File: src/rtl/core/csr_pkg.sv
`timescale 1ns / 1ps
// ----------------------------------------------------------------------------
// Circle span rasterizer package
// Shared widths, limits and the span command passed from the walk to the
// span back end.
// ----------------------------------------------------------------------------
package csr_pkg;

    localparam int MAX_RADIUS  = 31;
    localparam int RADIUS_W    = 5;
    localparam int COORD_W     = 6;
    localparam int DEC_W       = 10;
    localparam int STORE_DEPTH = 63;
    localparam int SPAN_W      = 2 * COORD_W;
    localparam int FIFO_DEPTH  = 4;
    localparam int FIFO_AW     = $clog2(FIFO_DEPTH);

    // A command either writes one span entry or, with fin set, closes the
    // circle; then col holds the last column (twice the radius).
    typedef struct packed {
        logic               fin;
        logic [COORD_W-1:0] col;
        logic [COORD_W-1:0] lo;
        logic [COORD_W-1:0] hi;
    } t_cmd;

    typedef struct packed {
        logic full;
        logic empty;
    } t_fifo_stat;

endpackage

File: src/rtl/core/csr_ram.sv
`timescale 1ns / 1ps
// ----------------------------------------------------------------------------
// Generic RAM
// One write port and one read port with registered read data that holds
// its value between reads.
// ----------------------------------------------------------------------------
module csr_ram #(
    parameter int WIDTH = 8,
    parameter int DEPTH = 64
) (
    input  logic                     i_clk,
    input  logic                     i_wr_en,
    input  logic [$clog2(DEPTH)-1:0] i_wr_addr,
    input  logic [WIDTH-1:0]         i_wr_data,
    input  logic                     i_rd_en,
    input  logic [$clog2(DEPTH)-1:0] i_rd_addr,
    output logic [WIDTH-1:0]         o_rd_data
);

    logic [WIDTH-1:0] r_mem [DEPTH];
    logic [WIDTH-1:0] r_rd_data;

    always_ff @(posedge i_clk) begin
        if (i_wr_en) begin
            r_mem[i_wr_addr] <= i_wr_data;
        end
        if (i_rd_en) begin
            r_rd_data <= r_mem[i_rd_addr];
        end
    end

    assign o_rd_data = r_rd_data;

endmodule

File: src/rtl/core/csr_fifo.sv
`timescale 1ns / 1ps
// ----------------------------------------------------------------------------
// Span command queue
// Short register queue between the circle walk and the span back end.
// ----------------------------------------------------------------------------
module csr_fifo (
    input  logic                i_clk,
    input  logic                i_rst_n,
    input  logic                i_push,
    input  csr_pkg::t_cmd       i_data,
    input  logic                i_pop,
    output csr_pkg::t_cmd       o_data,
    output csr_pkg::t_fifo_stat o_stat
);
    import csr_pkg::*;

    t_cmd               r_mem [FIFO_DEPTH];
    logic [FIFO_AW-1:0] r_wp;
    logic [FIFO_AW-1:0] r_rp;
    logic [FIFO_AW:0]   r_cnt;
    logic               w_push;
    logic               w_pop;

    assign o_stat.full  = (r_cnt == (FIFO_AW+1)'(FIFO_DEPTH));
    assign o_stat.empty = (r_cnt == '0);
    assign w_push = i_push && !o_stat.full;
    assign w_pop  = i_pop && !o_stat.empty;
    assign o_data = r_mem[r_rp];

    always_ff @(posedge i_clk) begin
        if (w_push) begin
            r_mem[r_wp] <= i_data;
        end
    end

    always_ff @(posedge i_clk) begin
        if (!i_rst_n) begin
            r_wp  <= '0;
            r_rp  <= '0;
            r_cnt <= '0;
        end else begin
            if (w_push) begin
                r_wp <= r_wp + 1'b1;
            end
            if (w_pop) begin
                r_rp <= r_rp + 1'b1;
            end
            if (w_push && !w_pop) begin
                r_cnt <= r_cnt + 1'b1;
            end else if (w_pop && !w_push) begin
                r_cnt <= r_cnt - 1'b1;
            end
        end
    end

endmodule

File: src/rtl/core/csr_walk.sv
`timescale 1ns / 1ps
// ----------------------------------------------------------------------------
// Circle walk front end
// Takes a radius, clamps it and runs the midpoint circle walk, issuing four
// span writes per octant point (three at x=0) and a closing command per circle.
// ----------------------------------------------------------------------------
module csr_walk (
    input  logic                         i_clk,
    input  logic                         i_rst_n,
    input  logic                         i_valid,
    output logic                         o_ready,
    input  logic [csr_pkg::RADIUS_W-1:0] i_radius,
    output logic                         o_push,
    output csr_pkg::t_cmd                o_cmd,
    input  csr_pkg::t_fifo_stat          i_stat
);
    import csr_pkg::*;

    typedef enum logic [1:0] {
        S_IDLE,
        S_MARK,
        S_END
    } t_state;

    t_state                    r_state;
    logic [COORD_W-1:0]        r_r;
    logic [COORD_W-1:0]        r_x;
    logic [COORD_W-1:0]        r_y;
    logic signed [DEC_W-1:0]   r_d;
    logic [1:0]                r_k;

    logic [COORD_W-1:0]        w_rad;
    logic                      w_push;
    logic                      w_pt_done;
    logic                      w_dpos;
    logic [COORD_W-1:0]        w_x1;
    logic [COORD_W-1:0]        w_y1;
    logic signed [DEC_W+1:0]   w_x1s;
    logic signed [DEC_W+1:0]   w_y1s;
    logic signed [DEC_W+1:0]   w_inc;
    logic signed [DEC_W+1:0]   w_dsum;
    logic signed [DEC_W+1:0]   w_dinit;

    always_comb begin
        w_rad = COORD_W'(i_radius);
        if (w_rad == '0) begin
            w_rad = COORD_W'(1);
        end else if (w_rad > COORD_W'(MAX_RADIUS)) begin
            w_rad = COORD_W'(MAX_RADIUS);
        end
    end

    assign o_ready = (r_state == S_IDLE);
    assign w_push  = (r_state != S_IDLE) && !i_stat.full;
    assign o_push  = w_push;

    always_comb begin
        o_cmd.fin = 1'b0;
        case (r_k)
            2'd0: begin
                o_cmd.col = r_r + r_x;
                o_cmd.lo  = r_r - r_y;
                o_cmd.hi  = r_r + r_y;
            end
            2'd1: begin
                o_cmd.col = r_r + r_y;
                o_cmd.lo  = r_r - r_x;
                o_cmd.hi  = r_r + r_x;
            end
            2'd2: begin
                o_cmd.col = r_r - r_y;
                o_cmd.lo  = r_r - r_x;
                o_cmd.hi  = r_r + r_x;
            end
            default: begin
                o_cmd.col = r_r - r_x;
                o_cmd.lo  = r_r - r_y;
                o_cmd.hi  = r_r + r_y;
            end
        endcase
        if (r_state == S_END) begin
            o_cmd.fin = 1'b1;
            o_cmd.col = COORD_W'({r_r, 1'b0});
            o_cmd.lo  = '0;
            o_cmd.hi  = '0;
        end
    end

    assign w_pt_done = (r_k == 2'd3) || ((r_k == 2'd2) && (r_x == '0));
    assign w_dpos    = (r_d > 0);
    assign w_x1      = r_x + 1'b1;
    assign w_y1      = w_dpos ? (r_y - 1'b1) : r_y;
    assign w_x1s     = $signed((DEC_W+2)'(w_x1));
    assign w_y1s     = $signed((DEC_W+2)'(w_y1));
    assign w_inc     = w_dpos ? (((w_x1s - w_y1s) <<< 2) + 12'sd10)
                              : ((w_x1s <<< 2) + 12'sd6);
    assign w_dsum    = (DEC_W+2)'(r_d) + w_inc;
    assign w_dinit   = 12'sd3 - $signed((DEC_W+2)'({w_rad, 1'b0}));

    always_ff @(posedge i_clk) begin
        if (!i_rst_n) begin
            r_state <= S_IDLE;
            r_r     <= '0;
            r_x     <= '0;
            r_y     <= '0;
            r_d     <= '0;
            r_k     <= '0;
        end else begin
            case (r_state)
                S_IDLE: begin
                    if (i_valid) begin
                        r_r     <= w_rad;
                        r_x     <= '0;
                        r_y     <= w_rad;
                        r_d     <= w_dinit[DEC_W-1:0];
                        r_k     <= '0;
                        r_state <= S_MARK;
                    end
                end
                S_MARK: begin
                    if (w_push) begin
                        if (w_pt_done) begin
                            r_k <= '0;
                            if (r_y >= r_x) begin
                                r_x <= w_x1;
                                r_y <= w_y1;
                                r_d <= w_dsum[DEC_W-1:0];
                            end else begin
                                r_state <= S_END;
                            end
                        end else begin
                            r_k <= r_k + 1'b1;
                        end
                    end
                end
                S_END: begin
                    if (w_push) begin
                        r_state <= S_IDLE;
                    end
                end
                default: begin
                    r_state <= S_IDLE;
                end
            endcase
        end
    end

endmodule

File: src/rtl/core/csr_span.sv
`timescale 1ns / 1ps
// ----------------------------------------------------------------------------
// Span store back end
// Applies span writes to the store and, on a closing command, reads the
// columns out in rising order through an output register.
// ----------------------------------------------------------------------------
module csr_span (
    input  logic                        i_clk,
    input  logic                        i_rst_n,
    input  csr_pkg::t_cmd               i_cmd,
    input  csr_pkg::t_fifo_stat         i_stat,
    output logic                        o_pop,
    output logic                        o_valid,
    input  logic                        i_ready,
    output logic [csr_pkg::COORD_W-1:0] o_column,
    output logic [csr_pkg::COORD_W-1:0] o_row_min,
    output logic [csr_pkg::COORD_W-1:0] o_row_max,
    output logic                        o_last
);
    import csr_pkg::*;

    typedef enum logic {
        S_CMD,
        S_EMIT
    } t_state;

    t_state             r_state;
    logic [COORD_W-1:0] r_cur;
    logic [COORD_W-1:0] r_end_col;
    logic               r_pend;
    logic [COORD_W-1:0] r_pend_col;
    logic               r_pend_last;
    logic               r_oval;
    logic [COORD_W-1:0] r_ocol;
    logic [COORD_W-1:0] r_omin;
    logic [COORD_W-1:0] r_omax;
    logic               r_olast;

    logic               w_pop;
    logic               w_wr_en;
    logic               w_move;
    logic               w_issue;
    logic               w_cur_last;
    logic [SPAN_W-1:0]  w_rd_data;

    assign w_pop      = (r_state == S_CMD) && !i_stat.empty;
    assign o_pop      = w_pop;
    assign w_wr_en    = w_pop && !i_cmd.fin && (i_cmd.col < COORD_W'(STORE_DEPTH));
    assign w_move     = r_pend && (!r_oval || i_ready);
    assign w_issue    = (r_state == S_EMIT) && (!r_pend || w_move);
    assign w_cur_last = (r_cur == r_end_col);

    csr_ram #(
        .WIDTH (SPAN_W),
        .DEPTH (STORE_DEPTH)
    ) u_store (
        .i_clk     (i_clk),
        .i_wr_en   (w_wr_en),
        .i_wr_addr (i_cmd.col),
        .i_wr_data ({i_cmd.hi, i_cmd.lo}),
        .i_rd_en   (w_issue),
        .i_rd_addr (r_cur),
        .o_rd_data (w_rd_data)
    );

    always_ff @(posedge i_clk) begin
        if (!i_rst_n) begin
            r_state     <= S_CMD;
            r_cur       <= '0;
            r_end_col   <= '0;
            r_pend      <= 1'b0;
            r_pend_col  <= '0;
            r_pend_last <= 1'b0;
            r_oval      <= 1'b0;
            r_ocol      <= '0;
            r_omin      <= '0;
            r_omax      <= '0;
            r_olast     <= 1'b0;
        end else begin
            case (r_state)
                S_CMD: begin
                    if (w_pop && i_cmd.fin) begin
                        r_end_col <= i_cmd.col;
                        r_cur     <= '0;
                        r_state   <= S_EMIT;
                    end
                end
                S_EMIT: begin
                    if (w_issue) begin
                        r_cur <= r_cur + 1'b1;
                        if (w_cur_last) begin
                            r_state <= S_CMD;
                        end
                    end
                end
                default: begin
                    r_state <= S_CMD;
                end
            endcase

            if (w_issue) begin
                r_pend      <= 1'b1;
                r_pend_col  <= r_cur;
                r_pend_last <= w_cur_last;
            end else if (w_move) begin
                r_pend <= 1'b0;
            end

            if (w_move) begin
                r_oval  <= 1'b1;
                r_ocol  <= r_pend_col;
                r_omin  <= w_rd_data[COORD_W-1:0];
                r_omax  <= w_rd_data[SPAN_W-1:COORD_W];
                r_olast <= r_pend_last;
            end else if (i_ready) begin
                r_oval <= 1'b0;
            end
        end
    end

    assign o_valid   = r_oval;
    assign o_column  = r_ocol;
    assign o_row_min = r_omin;
    assign o_row_max = r_omax;
    assign o_last    = r_olast;

endmodule

File: src/rtl/core/circle_span_rasterizer_unit.sv
`timescale 1ns / 1ps
// ----------------------------------------------------------------------------
// Circle span rasterizer
// Midpoint circle walk that fills a column span store and streams out one
// lowest/highest row pair per bounding-box column.
// ----------------------------------------------------------------------------
// The walk issues four commands per octant point (three for the first point)
// and then one closing command. That command passes through the queue, and
// the first beat through the store read register and the output register.
// Throughput: 2r+1 beats at one per cycle while the receiver is ready, set
// by the single store read port. The next radius is accepted once the closing
// command is queued, but its walk stalls after four commands until the
// previous circle is read out. Reset clears all control state; the span
// store is not cleared, as every column is written before it is read.
module circle_span_rasterizer_unit (
    input  logic        i_clk,
    input  logic        i_rst_n,
    input  logic        s_axis_tvalid,
    output logic        s_axis_tready,
    input  logic [7:0]  s_axis_tdata,   // [4:0] radius
    output logic        m_axis_tvalid,
    input  logic        m_axis_tready,
    output logic [23:0] m_axis_tdata,   // [5:0] column, [11:6] row_min, [17:12] row_max
    output logic        m_axis_tlast
);
    import csr_pkg::*;

    logic               w_push;
    logic               w_pop;
    t_cmd               w_cmd_in;
    t_cmd               w_cmd_out;
    t_fifo_stat         w_stat;
    logic [COORD_W-1:0] w_column;
    logic [COORD_W-1:0] w_row_min;
    logic [COORD_W-1:0] w_row_max;

    csr_walk u_walk (
        .i_clk    (i_clk),
        .i_rst_n  (i_rst_n),
        .i_valid  (s_axis_tvalid),
        .o_ready  (s_axis_tready),
        .i_radius (s_axis_tdata[RADIUS_W-1:0]),
        .o_push   (w_push),
        .o_cmd    (w_cmd_in),
        .i_stat   (w_stat)
    );

    csr_fifo u_fifo (
        .i_clk   (i_clk),
        .i_rst_n (i_rst_n),
        .i_push  (w_push),
        .i_data  (w_cmd_in),
        .i_pop   (w_pop),
        .o_data  (w_cmd_out),
        .o_stat  (w_stat)
    );

    csr_span u_span (
        .i_clk     (i_clk),
        .i_rst_n   (i_rst_n),
        .i_cmd     (w_cmd_out),
        .i_stat    (w_stat),
        .o_pop     (w_pop),
        .o_valid   (m_axis_tvalid),
        .i_ready   (m_axis_tready),
        .o_column  (w_column),
        .o_row_min (w_row_min),
        .o_row_max (w_row_max),
        .o_last    (m_axis_tlast)
    );

    assign m_axis_tdata = {6'b0, w_row_max, w_row_min, w_column};

endmodule

File: config.mk
export PLATFORM = sky130hd
export DESIGN_NAME = circle_span_rasterizer_unit
export DESIGN_NICKNAME = d
export VERILOG_FILES = /design/src/rtl/core/csr_pkg.sv /design/src/rtl/core/csr_ram.sv /design/src/rtl/core/csr_fifo.sv /design/src/rtl/core/csr_walk.sv /design/src/rtl/core/csr_span.sv /design/src/rtl/core/circle_span_rasterizer_unit.sv
export SDC_FILE = /design/constraint.sdc
export NUM_CORES = 1
export LEC_CHECK = 0
export ABC_CLOCK_PERIOD_IN_PS = 8580
export BUFFER_PORTS_ARGS = -buffer_cell sky130_fd_sc_hd__buf_2
export CAP_MARGIN = 20
export CORE_MARGIN = 2
export CORE_UTILIZATION = 60
export DETAILED_ROUTE_END_ITERATION = 6
export PLACE_DENSITY = 0.76
export SLEW_MARGIN = 20
export SYNTH_ARGS = -nofsm -noshare
export SYNTH_HDL_FRONTEND = slang
export SYNTH_SLANG_ARGS = --single-unit
export TNS_END_PERCENT = 1
File: constraint.sdc
create_clock -name i_clk -period 8.58 [get_ports i_clk]
set_clock_uncertainty 0.1 [all_clocks]
set_input_delay 0.429 -clock i_clk [delete_from_list [all_inputs] [get_ports i_clk]]
set_output_delay 0.429 -clock i_clk [all_outputs]
set_load 0.02 [all_outputs]
# Word level (Yosys, flattened, before mapping)
# Memories as Yosys holds them, arrays and structs flattened. A register that Yosys moved wholly into a read port is not among the register bits.
# Cells that the tools add are included.
[totals] word_cells=145 ff_bits=80 mem_count=2 input_bits=12 mem_bits_rw=832
[memory_table] name="u_span.u_store.r_mem" depth=63 width=12 read_ports=1 rd_clocked_by_memory_dff=1 write_ports=1 line="csr_ram.sv:20" rtl="logic [WIDTH-1:0] r_mem [DEPTH];"
[memory_table] name="u_fifo.r_mem" depth=4 width=19 read_ports=1 rd_clocked_by_memory_dff=1 write_ports=1 line="csr_fifo.sv:17" rtl="t_cmd r_mem [FIFO_DEPTH];"
[op_classes] addsub=17 reduce_logical=38 mux=49 bitwise_logic=1 magnitude_cmp=3 n_eq_ne=15
[ops] op="6-bit two-way mux" count=11
[ops] op="18-bit case mux with 3 select lines" count=1
[ops] op="10-bit two-way mux" count=5
[ops] op="6-bit case mux with 2 select lines" count=3
[ops] op="2-bit two-way mux" count=10
[ops] op="10-bit case mux with 2 select lines" count=1
[ops] op="19-bit two-way mux" count=1
[ops] op="6-bit by 1-bit adder with 6-bit output, second input constant" count=2
[ops] op="6-bit adder" count=2
[ops] op="1-bit logical AND" count=12
[ops] op="6-bit subtractor" count=2
[ops] op="1-bit two-way mux" count=11
[ops] op="10-bit adder" count=1
[ops] op="10-bit by 5-bit adder with 10-bit output, second input constant" count=1
[ops] op="10-bit by 1-bit greater-than comparator with 1-bit output, second input constant" count=1
[ops] op="5-bit AND reduction" count=2
[ops] op="2-bit nonzero test" count=5
[ops] op="8-bit by 3-bit adder with 9-bit output, second input constant" count=1
[ops] op="2-bit by 1-bit != test with 1-bit output, second input constant" count=4
[ops] op="2-bit != test, second input constant" count=4
[ops] op="2-bit by 7-bit subtractor with 8-bit output, first input constant" count=1
[ops] op="1-bit logical NOT" count=7
[ops] op="6-bit by 6-bit subtractor with 7-bit output" count=1
[ops] op="2-bit by 1-bit adder with 2-bit output, second input constant" count=3
[ops] op="other kinds (22)" count=31

# Logic depth before layout (Yosys ltp)
[logic_depth] word_depth=10 depth_mapped=23 ltp_nobuf=23

# Hierarchy
# A second synthesis with hierarchy kept.
[unflattened] hier_cells=2241 hier_area_um2=38853.5
[modules_own_cells] mod="csr_ram" instances=1 area_each_um2=30022.5 cells_per_inst=1384
[modules_own_cells] mod="csr_walk" instances=1 area_each_um2=3776.1 cells_per_inst=506
[modules_own_cells] mod="csr_fifo" instances=1 area_each_um2=3251.9 cells_per_inst=147
[modules_own_cells] mod="csr_span" instances=1 area_each_um2=1754.2 cells_per_inst=197
[modules_own_cells] mod="circle_span_rasterizer_unit" instances=1 area_each_um2=48.8 cells_per_inst=7

# Worst setup path after synthesis
# No wires, ideal clock.
[synth_path] path_kind="register -> register" from="register u_walk.r_d[3]" to="register u_walk.r_d[9]" t_required_ns=8.365 stages_incl_launch_ff=20 synth_period_minus_slack_ns=4.637 path_buffers=0 setup_slack_ns=3.943 t_arrival_ns=4.421 path_cell_list="dfxtp_1 nor4_4 a31oi_2 xnor2_1 ha_1 fa_1 or3b_2 nor2_1 a2111oi_1 nor3b_4 or3_4 xnor2_1 o21ai_0 ha_1 nand2_1 o21ai_0 or3_1 nor3_2 nor3_1 a31o_1"
[synth_via] elab_chain_len=10
[synth_lines] element="start, declared" line="csr_walk.sv:29" rtl="logic signed [DEC_W-1:0] r_d;"
[synth_lines] element="start signal, assigned" line="csr_walk.sv:115" rtl="r_d <= w_dinit[DEC_W-1:0];"
[synth_lines] element="start signal, assigned" line="csr_walk.sv:127" rtl="r_d <= w_dsum[DEC_W-1:0];"
[synth_lines] element="10-bit by 1-bit greater-than comparator with 1-bit output" line="csr_walk.sv:90" rtl="assign w_dpos = (r_d > 0);"
[synth_lines] element="6-bit two-way mux" line="csr_walk.sv:92" rtl="assign w_y1 = w_dpos ? (r_y - 1'b1) : r_y;"
[synth_lines] element="6-bit by 6-bit subtractor with 7-bit output" line="csr_walk.sv:95" rtl="assign w_inc = w_dpos ? (((w_x1s - w_y1s) <<< 2) + 12'sd10)"
[synth_lines] element="10-bit by 5-bit adder with 10-bit output" line="csr_walk.sv:95"
[synth_lines] element="10-bit two-way mux" line="csr_walk.sv:95"
[synth_lines] element="10-bit adder (*)" line="csr_walk.sv:97" rtl="assign w_dsum = (DEC_W+2)'(r_d) + w_inc;"
[synth_lines] element="10-bit two-way mux (*)" line="csr_walk.sv:124" rtl="if (r_y >= r_x) begin"
[synth_lines] element="10-bit two-way mux (*)" line="csr_walk.sv:122" rtl="if (w_pt_done) begin"
[synth_lines] element="10-bit two-way mux (*)" line="csr_walk.sv:121" rtl="if (w_push) begin"
[synth_lines] element="10-bit case mux with 2 select lines (*)" line="csr_walk.sv:109" rtl="case (r_state)"
# Mark *: on every way between the ends. The rest lies on a longest branch, timed or not. The select of a mux whose other input is x is not followed.
# A chain may end at the register's enable or synchronous reset.

# Worst setup path after layout
# Same ends and word-level chain as after synthesis.

==> results.toml <==
[outcome]
status = "completed"

[worst_hold_path]
hold_class = "in -> reg"
hold_path_depth = 3
hp-start = "s_axis_tdata[0]"
min_to = "u_walk.r_r[0]$_SDFFE_PN0P_"

[sta]
period_share_pct = 62.69
finalHoldViolations = 0
final_max_slew_viol_count = 0
hold_slack_ps = 28.54
rsz0062_at_grt = "false"
slew_headroom_pct = 28.77
fin_tns_setup_ps = 0
tightest_slew_ps = 1068
max_freq_ghz = 0.1859
setup_violations = 0
period_needed_ps = 5378

[yosys]
syn_avg_cell_area_um2 = 18.75
ys_warn_count = 0
ys.flop_type = "edfxtp_1"
muxShareOfSynthArea_pct = 15.87
synth_fa_ha_area_share_pct = 2.146
synth-compound-area-share_pct = 3.613
synth_seq_cells = 925
synth_xor_area_share_pct = 1.471
netlist_area_um2 = 38020
synth_top_family_by_area = "multiplexers"
yosysUniqueCellTypes = 72
ys_seq_area_share_pct = 70.92
synth-edff-count = 844
async_flop_share_pct = 0
synth_area_leaders = "edfxtp_1 (67%), mux4_2 (15%), dfxtp_1 (4.3%)"
yosysTopAreaCell = "edfxtp_1"
yosysTopAreaCellShare_pct = 66.66
syn_inst = 2028
synth-simple-area-share_pct = 4.396

[global_route]
grt_use_met2_pct = 43.53
grtUsageMet1_pct = 38.49
grtUsageMet3_pct = 5.942
antenna_found_initial = 2
grt.total_usage_pct = 27.18
grt_pass1_vias = 19740
grt-ovfl-total = 0
grt_pass1_wl_mm = 130.0
busiest_layer = "met2"
grt_start_max_net_pins = 91

[power]
clkPwrFrac_pct = 29.0
switching_share_pct = 30.45
combPwrFrac_pct = 25.9
p_leak_uw = 0.01340
power_density_nw_per_um2 = 315.0
internal_power_uw = 9260
netSwitchingPower_uw = 4055
p_seq_share_pct = 45.2
irDropWorstVdd_mv = 0.2005

[detailed_routing]
drt_iter0_markers = 2420
dr.pass1.iters = 5
drc = 0
wl_per_cell_um = 28.98
viasPerCell = 6.504
num_vias = 19740
ant_nets = 0
wl_mm = 87.96

[floorplan]
io_pins = 39
chipWidth_um = 255.7
die_h_um = 255.7
start_util_pct = 60.50
fp-row-count = 92
coreArea_um2 = 62850
die_area_um2 = 65400

[layout]
stdcell_count = 3035
syn_to_final_growth_pct = 11.18
final_layout_size_suffix_gt1_share_pct = 23.80
fillerInstances = 4008
diodes = 0
regArea_um2 = 26980
final_nets = 2189
multi_input_area_um2 = 10540

[clock_tree]
cts_buffers = 90
tritoncts = "yes"
ctsResizeCount = 0
cts.sinks = 925
clk_latency_ps = 640
clock-root-buffer = "clkbuf_16"
htree_levels = 3
clkTransAtPathRegs_ps = 60
clock_path_buffers = 3

[placement]
gp_congestion = 0.8629
numPortBuffers = 29
post-dp-hpwl_mm = 49.50
placed_cells = 2866

[setup_path]
path_class = "reg -> reg"
crit_start = "u_walk.r_d[3]$_SDFFE_PN0P_"
r2r_setup_slack_ps = 3200
critPathCaptureType = "register"
cp_max_fo = 11
crit-reg2reg-capture = "u_walk.r_d[9]$_SDFFE_PN0P_"
cp-start-kind = "register"
worstPathRequired_ps = 9000
worstPathArrival_ps = 5800
reg2regPathDepth = 21
r2r_start = "u_walk.r_d[3]$_SDFFE_PN0P_"

[run]
maxCapViolCount = 0
state kept, by name, summed over array words and instances, names as in the netlist, 3 cells and up, named ones only:
| signal | cells |
|---|---|
| u_fifo.r_cnt | 3 |
| u_fifo.r_mem | 76 |
| u_span.o_column | 6 |
| u_span.o_row_max | 6 |
| u_span.o_row_min | 6 |
| u_span.r_cur | 6 |
| u_span.r_end_col | 6 |
| u_span.r_pend_col | 6 |
| u_span.u_store.o_rd_data | 12 |
| u_span.u_store.r_mem | 756 |
| u_walk.r_d | 10 |
| u_walk.r_r | 5 |
| u_walk.r_x | 6 |
| u_walk.r_y | 6 |
critical path, cell delays in order, from the launching register on:
cell and delay, ps:
dfxtp_1 340, nor4_4 410, nand3_1 230, nand2b_1 380, nor2_1 80, a21oi_1 250
inv_1 110, fa_1 500, or3b_2 500, nor2_1 100, a2111oi_1 70, nor3b_4 200
or3_4 390, xnor2_1 120, o21ai_0 210, ha_1 310, nand2_1 80, o21ai_0 140
or3_1 360, nor3_2 110, nor3_1 70, a31o_1 210
logic make-up after synthesis:
| logic type | count (synthesis) |
|---|---|
| and+or+nand+nor | 356 |
| xor gates and xnor gates | 60 |
| adders and majority gates | 61 |
| DFF | 925 |
| buffers and inverters | 144 |
| other | 1 |
| AOI/OAI and AO/OA | 197 |
| muxes | 284 |
Yosys cell counts (11+ instances only):
master / n
buf_2: 21
mux2i_1: 28
a21o_1: 14
and2_1: 14
nand2_1: 125
buf_1: 11
clkbuf_1: 65
ha_1: 54
o21ai_0: 38
a22oi_1: 11
dfxtp_1: 81
mux4_2: 255
nor2_1: 111
inv_1: 37
a21oi_1: 35
edfxtp_1: 844
a21boi_0: 41
nor2b_1: 31
xnor2_1: 40
nor3_1: 13
xor2_1: 17
nand3_1: 21
cells in the final DEF, fill, tap and decap left out, drive strengths merged, types with 17 or more instances in the layout:
cell type  count
a21boi        41
a21oi         36
buf           94
clkbuf       107
clkinv        46
dfxtp         81
edfxtp       844
ha            54
inv           40
mux2i         28
mux4         255
nand2        125
nand3         21
nor2         111
nor2b         31
nor3          17
o21ai         39
xnor2         42
xor2          18
metrics by stage:
stage | setup slack, ps | power [µW] | instance area [µm²] | util (%)
after floorplan | 3943 | 8408 | 38040 | -
after global placement | 3280 | 9337 | 39290 | 62.51
after detailed placement | 3202 | 9490 | 39320 | 62.56
after CTS | 3191 | 13340 | 42210 | 67.15
after global routing | 2689 | 13800 | 42270 | 67.26
final | 3202 | 13310 | 42270 | 67.26
worst max-delay path by stage:
stage	to	slack (ps)	depth (start not counted)
floorplan	u_walk.r_d[9]$_SDFFE_PN0P_	3940	19
global placement	u_walk.r_d[9]$_SDFFE_PN0P_	3280	20
detailed placement	u_walk.r_d[9]$_SDFFE_PN0P_	3200	21
CTS	u_walk.r_d[9]$_SDFFE_PN0P_	3190	21
global route	u_walk.r_d[9]$_SDFFE_PN0P_	2690	22
finish	u_walk.r_d[9]$_SDFFE_PN0P_	3200	21
final cells by class:
cell class,count,share of cell area [%]
inverter,39,0.3463
clock buffer,107,5.579
sequential,925,63.82
timing repair buffer,96,1.613
multi-input combinational,964,24.93
tap,846,2.504
clock inverter,58,1.205
power groups by stage:
stage / logic (µW) / registers, µW / clock network [µW]
2_1_floorplan: 2410 / 6000 / 0
3_3_place_gp: 3240 / 6100 / 0
3_5_place_dp: 3380 / 6110 / 0
4_1_cts: 3420 / 6020 / 3890
5_1_grt: 3720 / 6040 / 4050
6_report: 3450 / 6010 / 3850
timing repair:
item	CTS	global route
hold endpoints to repair	2	0
hold buffers	2	0
buffers inserted	0	0
layer usage:
metal	vias up	part of all wire (%)
li1	8260	-
met1	10290	39
met2	1017	49
met3	171	9.7
met4	2	2.7
met5	-	0.015
Note: power is estimated with default switching activity, not from simulation.
